File: config.mk
export PLATFORM = sky130hd
export DESIGN_NAME = nmea_rmc_sentence_generator
export DESIGN_NICKNAME = d
export VERILOG_FILES = /design/src/sv/nmea_rmc_pkg.sv /design/src/sv/nmea_rmc_sentence_generator.sv /design/src/sv/nmea_rmc_fmt.sv /design/src/sv/nmea_rmc_emit.sv
export VERILOG_INCLUDE_DIRS = /design/src /design/src/sv
export SDC_FILE = /design/constraint.sdc
export NUM_CORES = 1
export LEC_CHECK = 0
export ABC_AREA = 1
export BUFFER_PORTS_ARGS = -buffer_cell sky130_fd_sc_hd__clkbuf_2
export CAP_MARGIN = 0
export CORE_MARGIN = 10
export CORE_UTILIZATION = 55
export DETAILED_ROUTE_END_ITERATION = 12
export PLACE_DENSITY = 0.84
export REMOVE_ABC_BUFFERS = 1
export SYNTH_ARGS = -nofsm -noshare
export SYNTH_HDL_FRONTEND = slang
export SYNTH_HIERARCHICAL = 1
export SYNTH_SLANG_ARGS = --single-unit
export TNS_END_PERCENT = 100
File: constraint.sdc
create_clock -name i_clk -period 14.5 [get_ports i_clk]
set_input_delay 1.45 -clock i_clk [delete_from_list [all_inputs] [get_ports i_clk]]
set_output_delay 1.45 -clock i_clk [all_outputs]
set_load 0.02 [all_outputs]
File: src/sv/nmea_rmc_sentence_generator_defines.svh
// Assertion macros for the sentence generator RTL, included by its top module.
`ifndef NMEA_RMC_SENTENCE_GENERATOR_DEFINES_SVH
`define NMEA_RMC_SENTENCE_GENERATOR_DEFINES_SVH

// Check that a condition holds at every clock edge outside reset.
`define NRMC_ASSERT_ALWAYS(lbl, cond, msg) \
    lbl: assert property (@(posedge i_clk) disable iff (!i_rst_n) (cond)) else $error(msg);

// Check that a condition implies another in the same cycle.
`define NRMC_ASSERT_SAME(lbl, ante, cons, msg) \
    lbl: assert property (@(posedge i_clk) disable iff (!i_rst_n) (ante) |-> (cons)) \
        else $error(msg);

// Check that a condition implies another in the following cycle.
`define NRMC_ASSERT_NEXT(lbl, ante, cons, msg) \
    lbl: assert property (@(posedge i_clk) disable iff (!i_rst_n) (ante) |=> (cons)) \
        else $error(msg);

`endif

File: src/sv/nmea_rmc_pkg.sv
// Types, constants and helper functions for the GPRMC sentence generator.
package nmea_rmc_pkg;

    localparam int SentenceLen = 73;
    localparam int DigitCount  = 14;
    localparam int BodyLast    = 67;

    typedef logic [5:0] t_pair_idx;
    typedef logic [6:0] t_byte_pos;

    localparam t_pair_idx LAST_PAIR = 6'd36;
    localparam t_byte_pos HEX_HI_POS = 7'd69;
    localparam t_byte_pos HEX_LO_POS = 7'd70;

    localparam logic [1:0] CHARS_PAIR = 2'd2;
    localparam logic [1:0] CHARS_LAST = 2'd1;

    // Sentence text with '0' in every time, date and checksum slot
    localparam logic [8*SentenceLen-1:0] TEMPLATE =
        "$GPRMC,000000.00,A,2812.0498,N,11313.1361,E,0.0,180.0,000000,3.9,W,A*00\r\n";

    // Positions of the decimal digits: hhmmss, cc, ddmmyy
    localparam logic [DigitCount-1:0][6:0] DIGIT_POS = {
        7'd59, 7'd58, 7'd57, 7'd56, 7'd55, 7'd54,
        7'd15, 7'd14,
        7'd12, 7'd11, 7'd10, 7'd9, 7'd8, 7'd7
    };

    // Digits of one sentence and the checksum over its body
    typedef struct packed {
        logic [DigitCount-1:0][3:0] digit;
        logic [7:0]                 sum;
    } t_sentence;

    function automatic logic [7:0] tmpl_byte(input t_byte_pos pos);
        logic [7:0] b;
        b = 8'h00;
        if (pos < 7'(SentenceLen)) begin
            b = TEMPLATE[8*(SentenceLen-1-int'(pos)) +: 8];
        end
        return b;
    endfunction

    // XOR of the fixed body text; the fourteen '0' placeholders cancel out
    function automatic logic [7:0] body_xor();
        logic [7:0] s;
        s = 8'h00;
        for (int i = 1; i <= BodyLast; i++) begin
            s = s ^ TEMPLATE[8*(SentenceLen-1-i) +: 8];
        end
        return s;
    endfunction

    localparam logic [7:0] BODY_SUM = body_xor();

    // Two low decimal digits {tens, ones} of a value up to 127
    function automatic logic [7:0] two_digits(input logic [6:0] v);
        logic [6:0]  r;
        logic [14:0] prod;
        logic [3:0]  tens;
        logic [6:0]  ones;
        r    = (v >= 7'd100) ? 7'(v - 7'd100) : v;
        prod = 15'(r) * 15'd205;
        tens = prod[14:11];
        ones = 7'(r - 7'(tens) * 7'd10);
        return {tens, ones[3:0]};
    endfunction

    function automatic logic [7:0] hex_char(input logic [3:0] n);
        return (n < 4'd10) ? (8'h30 + 8'(n)) : (8'h37 + 8'(n));
    endfunction

    // Byte of the finished sentence at a given position
    function automatic logic [7:0] sentence_byte(input t_byte_pos pos, input t_sentence s);
        logic [7:0] b;
        b = tmpl_byte(pos);
        for (int i = 0; i < DigitCount; i++) begin
            if (pos == DIGIT_POS[i]) begin
                b = {4'h3, s.digit[i]};
            end
        end
        if (pos == HEX_HI_POS) begin
            b = hex_char(s.sum[7:4]);
        end
        if (pos == HEX_LO_POS) begin
            b = hex_char(s.sum[3:0]);
        end
        return b;
    endfunction

endpackage

File: src/sv/nmea_rmc_sentence_generator.sv
// A rising edge of the pulse-per-second input (tuser set) produces one 73-byte GPRMC
// sentence with the given UTC time and date, sent as 37 output transactions of two
// bytes each; the last carries the LF byte alone and raises tlast. An item with tuser
// clear gives nothing. The pair sequencer sends one transaction per cycle while the
// sink is ready; an input register holds one further item while a sentence is sent,
// and the next sentence follows the last pair without a gap.
module nmea_rmc_sentence_generator (
    input  logic        i_clk,
    input  logic        i_rst_n,
    input  logic        i_s_axis_tvalid,
    output logic        o_s_axis_tready,
    // hour[4:0], minute[10:5], second[16:11], centisecond[23:17],
    // day_of_month[28:24], month[32:29], year_in_century[39:33]
    input  logic [39:0] i_s_axis_tdata,
    // edge_level[0]
    input  logic [0:0]  i_s_axis_tuser,
    output logic        o_m_axis_tvalid,
    input  logic        i_m_axis_tready,
    // first_char[7:0], second_char[15:8], char_count[17:16], zero[23:18]
    output logic [23:0] o_m_axis_tdata,
    output logic        o_m_axis_tlast
);
    import nmea_rmc_pkg::*;

    `include "nmea_rmc_sentence_generator_defines.svh"

    logic        r_in_valid;
    logic [39:0] r_in_data;
    logic        in_acc;
    logic        take;
    t_sentence   sentence;

    assign o_s_axis_tready = !r_in_valid || take;
    assign in_acc          = i_s_axis_tvalid && o_s_axis_tready;

    // Capture rising-edge items; drop falling-edge ones
    always_ff @(posedge i_clk) begin
        if (!i_rst_n) begin
            r_in_valid <= 1'b0;
        end else if (in_acc) begin
            r_in_valid <= i_s_axis_tuser[0];
        end else if (take) begin
            r_in_valid <= 1'b0;
        end
        if (in_acc) begin
            r_in_data <= i_s_axis_tdata;
        end
    end

    nmea_rmc_fmt u_fmt (
        .i_hour            (r_in_data[4:0]),
        .i_minute          (r_in_data[10:5]),
        .i_second          (r_in_data[16:11]),
        .i_centisecond     (r_in_data[23:17]),
        .i_day_of_month    (r_in_data[28:24]),
        .i_month           (r_in_data[32:29]),
        .i_year_in_century (r_in_data[39:33]),
        .o_sentence        (sentence)
    );

    nmea_rmc_emit u_emit (
        .i_clk           (i_clk),
        .i_rst_n         (i_rst_n),
        .i_valid         (r_in_valid),
        .i_sentence      (sentence),
        .o_take          (take),
        .o_m_axis_tvalid (o_m_axis_tvalid),
        .i_m_axis_tready (i_m_axis_tready),
        .o_m_axis_tdata  (o_m_axis_tdata),
        .o_m_axis_tlast  (o_m_axis_tlast)
    );

    `NRMC_ASSERT_SAME(a_last_pair, (o_m_axis_tvalid && o_m_axis_tlast), (o_m_axis_tdata[7:0] == 8'h0A && o_m_axis_tdata[15:8] == 8'h00 && o_m_axis_tdata[17:16] == CHARS_LAST), "last transaction must carry LF alone")
    `NRMC_ASSERT_SAME(a_full_pair, (o_m_axis_tvalid && !o_m_axis_tlast), (o_m_axis_tdata[17:16] == CHARS_PAIR), "inner transaction must carry two bytes")
    `NRMC_ASSERT_NEXT(a_hold_item, (r_in_valid && !o_s_axis_tready), r_in_valid, "pending item lost")
    `NRMC_ASSERT_ALWAYS(a_take_pending, (!take || r_in_valid), "sentence taken without a pending item")

endmodule

File: src/sv/nmea_rmc_fmt.sv
// Time and date to decimal digits, plus the sentence checksum.
module nmea_rmc_fmt (
    input  logic [4:0]              i_hour,
    input  logic [5:0]              i_minute,
    input  logic [5:0]              i_second,
    input  logic [6:0]              i_centisecond,
    input  logic [4:0]              i_day_of_month,
    input  logic [3:0]              i_month,
    input  logic [6:0]              i_year_in_century,
    output nmea_rmc_pkg::t_sentence o_sentence
);
    import nmea_rmc_pkg::*;

    logic [6:0][7:0] pairs;
    logic [3:0]      dig_xor;

    // Split each field into two digits
    assign pairs[0] = two_digits(7'(i_hour));
    assign pairs[1] = two_digits(7'(i_minute));
    assign pairs[2] = two_digits(7'(i_second));
    assign pairs[3] = two_digits(i_centisecond);
    assign pairs[4] = two_digits(7'(i_day_of_month));
    assign pairs[5] = two_digits(7'(i_month));
    assign pairs[6] = two_digits(i_year_in_century);

    // Fold the digits into the checksum; their '3' high nibbles cancel in pairs
    always_comb begin
        dig_xor = 4'h0;
        for (int k = 0; k < 7; k++) begin
            o_sentence.digit[2*k]   = pairs[k][7:4];
            o_sentence.digit[2*k+1] = pairs[k][3:0];
            dig_xor = dig_xor ^ pairs[k][7:4] ^ pairs[k][3:0];
        end
        o_sentence.sum = {BODY_SUM[7:4], BODY_SUM[3:0] ^ dig_xor};
    end

endmodule

File: src/sv/nmea_rmc_emit.sv
// Sentence register, pair sequencer and output register.
module nmea_rmc_emit (
    input  logic                    i_clk,
    input  logic                    i_rst_n,
    input  logic                    i_valid,
    input  nmea_rmc_pkg::t_sentence i_sentence,
    output logic                    o_take,
    output logic                    o_m_axis_tvalid,
    input  logic                    i_m_axis_tready,
    output logic [23:0]             o_m_axis_tdata,
    output logic                    o_m_axis_tlast
);
    import nmea_rmc_pkg::*;

    logic       r_busy, n_busy;
    t_pair_idx  r_pair, n_pair;
    t_sentence  r_sent;
    logic       r_out_valid;
    logic [7:0] r_first, r_second;
    logic [1:0] r_count;
    logic       r_last;

    logic       adv;
    logic       last_adv;
    logic       is_last;
    t_byte_pos  pos_a;
    logic [7:0] byte_a, byte_b;

    // Advance a pair when the output register is free
    assign adv      = r_busy && (!r_out_valid || i_m_axis_tready);
    assign is_last  = (r_pair == LAST_PAIR);
    assign last_adv = adv && is_last;
    assign o_take   = i_valid && (!r_busy || last_adv);

    assign pos_a  = {r_pair, 1'b0};
    assign byte_a = sentence_byte(pos_a, r_sent);
    assign byte_b = is_last ? 8'h00 : sentence_byte(7'(pos_a + 7'd1), r_sent);

    always_comb begin
        n_busy = r_busy;
        n_pair = r_pair;
        if (o_take) begin
            n_busy = 1'b1;
            n_pair = '0;
        end else if (last_adv) begin
            n_busy = 1'b0;
        end else if (adv) begin
            n_pair = 6'(r_pair + 6'd1);
        end
    end

    // Hold the sentence and step through its pairs
    always_ff @(posedge i_clk) begin
        if (!i_rst_n) begin
            r_busy <= 1'b0;
            r_pair <= '0;
        end else begin
            r_busy <= n_busy;
            r_pair <= n_pair;
        end
        if (o_take) begin
            r_sent <= i_sentence;
        end
    end

    // Load the output register; drop valid once the transaction completes
    always_ff @(posedge i_clk) begin
        if (!i_rst_n) begin
            r_out_valid <= 1'b0;
        end else if (adv) begin
            r_out_valid <= 1'b1;
        end else if (i_m_axis_tready) begin
            r_out_valid <= 1'b0;
        end
        if (adv) begin
            r_first  <= byte_a;
            r_second <= byte_b;
            r_count  <= is_last ? CHARS_LAST : CHARS_PAIR;
            r_last   <= is_last;
        end
    end

    assign o_m_axis_tvalid = r_out_valid;
    assign o_m_axis_tdata  = {6'b0, r_count, r_second, r_first};
    assign o_m_axis_tlast  = r_last;

endmodule

---- Word level (Yosys, flattened, before mapping) ----
Index checks and enable logic that the tools add are counted.
word-level totals
  output and inout bits ................... 27
  bits in registers ....................... 121
  logic and storage cells ................. 158
cells by class
  add/subtract/negate cells ............... 17
  $mul .................................... 14
  shifts and indexed selects .............. 2
  muxes and demuxes ....................... 38
  equal/unequal tests ..................... 25
  bitwise operators ....................... 16
  $lt $le $gt $ge ......................... 7
  reductions and logical operators ........ 15
operator list
  kind                       number
  $shiftx 584x32->8 const A  2
  $mux 8                     27
  $mul 7x8->15 const B       4
  $eq 7x4->1 const B         7
  $eq 7x6->1 const B         6
  $xor 4x4->4                10
  $mux 7                     4
  $sub 4x4->4                7
  $mul 5x8->13 const B       2
  $eq 6x3->1 const B         4
  $eq 6x5->1 const B         3
  $mul 4x3->3 const B        4
  $sub 7x7->8 const A        2
  $add 6x4->7 const A        2
  $eq 7x7->1 const B         2
  $ge 6x7->1 const B         2
  $ge 7x7->1 const B         2
  $lt 7x7->1 const B         2
  $sub 6x7->7 const B        2
  $sub 7x7->7 const B        2
  $eq 6x6->1 const B         2
  $mul 4x8->12 const B       1
  $add 7x1->7 const B        1
  $eq 7x3->1 const B         1
  other kinds (17)           33

---- Longest topological paths before layout ----
  depth in word-level cells ............... 20
  mapped depth ............................ 39
  mapped depth without buffers ............ 39

---- Modules after synthesis ----
Netlist, hierarchy kept.
modules (own cells, without submodules)
  module                       cells an instance  times used  area each (µm²)
  nmea_rmc_fmt                 931                1           6590.1
  nmea_rmc_emit                615                1           5114.9
  nmea_rmc_sentence_generator  47                 1           1255.0

---- Worst setup path before layout ----
OpenSTA, ideal clock, no wires.
  path type ............................... reg-to-reg
  start ................................... reg r_in_data[33]
  end ..................................... reg u_emit/r_sent[2] in the netlist's numbering (data pin)
  cell stages (with the launch flop) ...... 29
  buffers on the path ..................... 0
  data arrival time ....................... 5.555 ns
  setup slack ............................. 8.692 ns
  data required time ...................... 14.246 ns
  path through ............................ edfxtp_1 > nor2_1 > nand4_1 > nand2_2 > nand2_1 > xor2_1 > ha_1 > inv_1 > fa_1 > inv_1 > ha_1 > fa_1 > ha_1 > a21oi_1 > o21ai_0 > a221oi_1 > nand2_1 > xnor2_1 > inv_1 > fa_1 > xnor2_1 > xnor2_1 > xnor2_1 > or2_1 > nand2_1 > xor2_2 > xor2_1 > xor2_1 > inv_1
RTL lines
  element                 RTL line                           source
  from (decl)             nmea_rmc_sentence_generator.sv:28  logic [39:0] r_in_data;
  from (signal assigned)  nmea_rmc_sentence_generator.sv:46  r_in_data <= i_s_axis_tdata;
  to (signal assigned)    nmea_rmc_emit.sv:62                r_sent <= i_sentence;
  to (decl)               nmea_rmc_emit.sv:17                t_sentence r_sent;

==> metrics.csv <==
stage,metric,value,unit
finish,layout cell share with drive strength beyond 1,0.1192,
clock_tree,H-tree levels,4,
place,Port Buffers,63,
yosys,post-synthesis cell type count,58,
finish,Layout area overhead,8.428,%
routing,routed len/inst,15.21,µm
global_routing,GR Util met3,0.03746,
die,Initial Utilization,0.5554,
setup_path,crit end category,register,
global_routing,initial antenna violation count,0,
setup_path,CP startpoint,r_in_data[33]$_DFFE_PP_,
clock_tree,CTS tree,done,
global_routing,M2 GR Usage,0.3480,
yosys,cell count after synthesis,1593,
finish,multi-input logic area,7923,µm²
finish,register area,3784,µm²
yosys,number of synthesized flops with an enable pin,120,
timing,clk_skew,0.01297,ns
place,GP Congestion,0.8856,
die,num rows,56,
setup_path,Worst Path Max Fanout,10,
routing,DRT antenna net count,0,
timing,Max Slew Vio Count,0,
yosys,Main synth FF type,edfxtp_1,
global_routing,largest net degree at the start of global routing,66,
yosys,Synth Register Bits,129,
clock_tree,Root Buffer,clkbuf_16,
timing,Worst-Margin Slew,0.8697,ns
die,die width,173.5,µm
yosys,largest area contributor in the netlist,edfxtp_1,
global_routing,number of global-route vias before repair,10900,
clock_tree,CTS sink count,129,
routing,DRC,0,
die,I/O pins,72,
clock_tree,clk_lat worst skew,0.43,ns
routing,router iterations before antenna repair,6,
setup_path,"delay-heaviest family, CP",adder cells,
clock_tree,CTS Buffer Depth,2,
global_routing,total global routing overflow,0,
yosys,sequential-to-total area share from yosys stat,0.2919,
clock_tree,Setup Buffers After CTS,0,
finish,n_diodes,0,
routing,DRT iter0 DRCs,1030,
timing,minimum clock period,6.615,ns
pwr,Max VDD drop,115.2,µV
pwr,pwr dens,139.8,nW/µm²
global_routing,total track usage,0.1983,
yosys,Ys Warns,6,
yosys,syn avg cell area,8.136,µm²
timing,Final Hold Vio Count,0,
setup_path,Critical Path RT,14.68,ns
setup_path,Setup CP Type,reg -> reg,
yosys,top cell type's share of synthesized area,0.2780,
yosys,Post-Syn Area,12960,µm²
timing,worst relative slew slack,0.4202,
hold_path,Hold WC Path Type,reg -> reg,
place,Detail Placement HPWL,23660,µm
setup_path,slowest cell on the critical path,edfxtp_1,
setup_path,"Arr. time, crit path",6.79,ns
die,Die Height,173.5,µm
timing,post-route clock period utilization,0.4562,
pwr,Leakage,7.318,nW
outcome,outcome,finished clean,
timing,maximum clock rate,151.2,MHz
timing,final setup fails,0,
setup_path,Crit path largest cell delay,0.56,ns
routing,detailed-route via count,10850,
setup_path,reg2reg start,r_in_data[33]$_DFFE_PP_,
die,die area,30100,µm²
global_routing,global route hottest layer,met2,
setup_path,Buf/Inv on CP,4,
job,Max Cap Viol,0,
routing,routed vias/inst,5.458,
routing,final WL,30240,µm
finish,Post-layout nets,1949,
clock_tree,Post-CTS Resized,0,
finish,fillers,1894,
clock_tree,"Clk pin slew, worst setup/hold paths",0.07,ns
setup_path,Startpoint Class,register,
pwr,overall power,0.001965,W
yosys,main area contributors after synthesis,"edfxtp_1 28%, ha_1 20%, nand2_1 11%, inv_1 7.6%, fa_1 5.6%",
timing,setup TNS,0,ns
timing,RSZ-0062 raised after global routing,false,
global_routing,first-pass GRT wire length,50120,µm
clock_tree,TritonCTS Buffers,17,
hold_path,Worst Hold Launch,u_emit/r_busy$_SDFFE_PN0P_,
global_routing,met1 Track Usage GR,0.2372,
yosys,async set-reset flop share out of synthesis,0,
clock_tree,cts hold-fix bufs,0,
die,Core Footprint,23330,µm²
==> final timing paths <==
path / endpoint / slack (ns) / cells after the start
worst min-delay path: u_emit/o_m_axis_tvalid$_SDFFE_PN0P_ / 0.47 / 2
worst max-delay path: u_emit/r_sent[2]$_DFFE_PP_ / 7.89 / 28
worst max register to register: u_emit/r_sent[2]$_DFFE_PP_ / 7.89 / 28
worst min register to register: u_emit/o_m_axis_tvalid$_SDFFE_PN0P_ / 0.47 / 2
==> cell families after synthesis <==
family,after synthesis,synth area share
AOI/OAI and AO/OA,176,0.08110
xor gates and xnor gates,44,0.03456
adders and majority gates,247,0.2593
buffers and inverters,320,0.1022
DFF,129,0.2919
other,3,0.0008688
and+or+nand+nor,674,0.2300
==> metal layers <==
| layer | up-vias | wire length (µm) |
|---|---|---|
| li1 | 5297 | - |
| met1 | 5071 | 12550 |
| met2 | 417 | 14990 |
| met3 | 65 | 2030 |
| met4 | 0 | 673 |
| met5 | - | 0 |
==> synth_stat cells (8+ instances only) <==
cell / instances
o21ai_1: 16
xnor2_1: 19
nand3_1: 87
inv_2: 16
o21bai_1: 9
nor3_1: 8
nand2_2: 33
nor2_1: 102
o21ai_0: 40
or2_2: 8
inv_1: 263
edfxtp_1: 120
nor2_2: 10
nand4_1: 19
buf_4: 29
ha_1: 211
dfxtp_1: 9
nand3_2: 8
fa_1: 36
a21oi_1: 65
xor2_1: 19
nand2_1: 377
==> state kept, by name (all words and copies together) (netlist names) <==
name	count
u_emit/r_first	7
r_in_data	40
u_emit/r_busy	1
u_emit/o_m_axis_tvalid	1
u_emit/r_sent	64
r_in_valid	1
u_emit/r_second	7
u_emit/r_pair	6
u_emit/r_count	2
==> cell usage in the layout (no fill, tap or decap), drive strengths merged, types with 2 or more instances in the layout <==
cell type  Yosys  final
conb           3     19
a21o           5      5
inv          281    283
nand2        414    414
o21a           3      3
nand3         95     95
a21oi         70     70
nand4         19     19
buf           32      3
xor2          24     24
nor2         115    115
nor3           9      9
fa            36     36
o22ai          2      2
or2           13     13
a22oi          2      2
xnor2         19     19
a221oi         4      4
nor4           5      5
ha           211    211
clkinv         2      9
dfxtp          9      9
edfxtp       120    120
o221ai         2      2
nand3b         3      3
clkbuf         5     80
o21ai         58     58
a211oi         3      3
clkinvlp       0      4
o211ai         4      4
a31oi          5      5
a21boi         2      2
o21bai        11     11
==> tightest hold or removal path: cells and delay by family (launching register included) <==
family                 cells  cell delay (ns)
AOI/OAI and AO/OA          1             0.06
buffers and inverters      1             0.06
DFF                        1             0.31
==> area by class of cell <==
cell class	instances	area share
Tap cell	319	0.02840
Clock buffer	17	0.03027
Clock inverter	14	0.008281
Multi-Input combinational cell	1160	0.5638
Inverter	283	0.07595
Sequential cell	129	0.2693
Timing Repair Buffer	66	0.02404
==> metrics by stage <==
stage	instances	utilization	setup slack, ns	area (µm²)	hold WS, ns
finish	1988	0.6023	7.885	14050	0.4711
global placement	1957	0.5790	8.409	13510	0.4596
detailed placement	1957	0.5790	8.050	13510	0.4617
floorplan	1572	-	8.695	12760	0.4436
global route	1988	0.6023	7.406	14050	0.5008
CTS	1988	0.6023	7.959	14050	0.4733
==> where the power goes <==
part	internal [W]	switching [W]	total, W
registers	0.000481	0.0000253	0.000507
clock network	0.000233	0.000167	0.000401
logic	0.000393	0.000665	0.00106
total	0.00111	0.000857	0.00197
(Power assumes the default switching activity.)
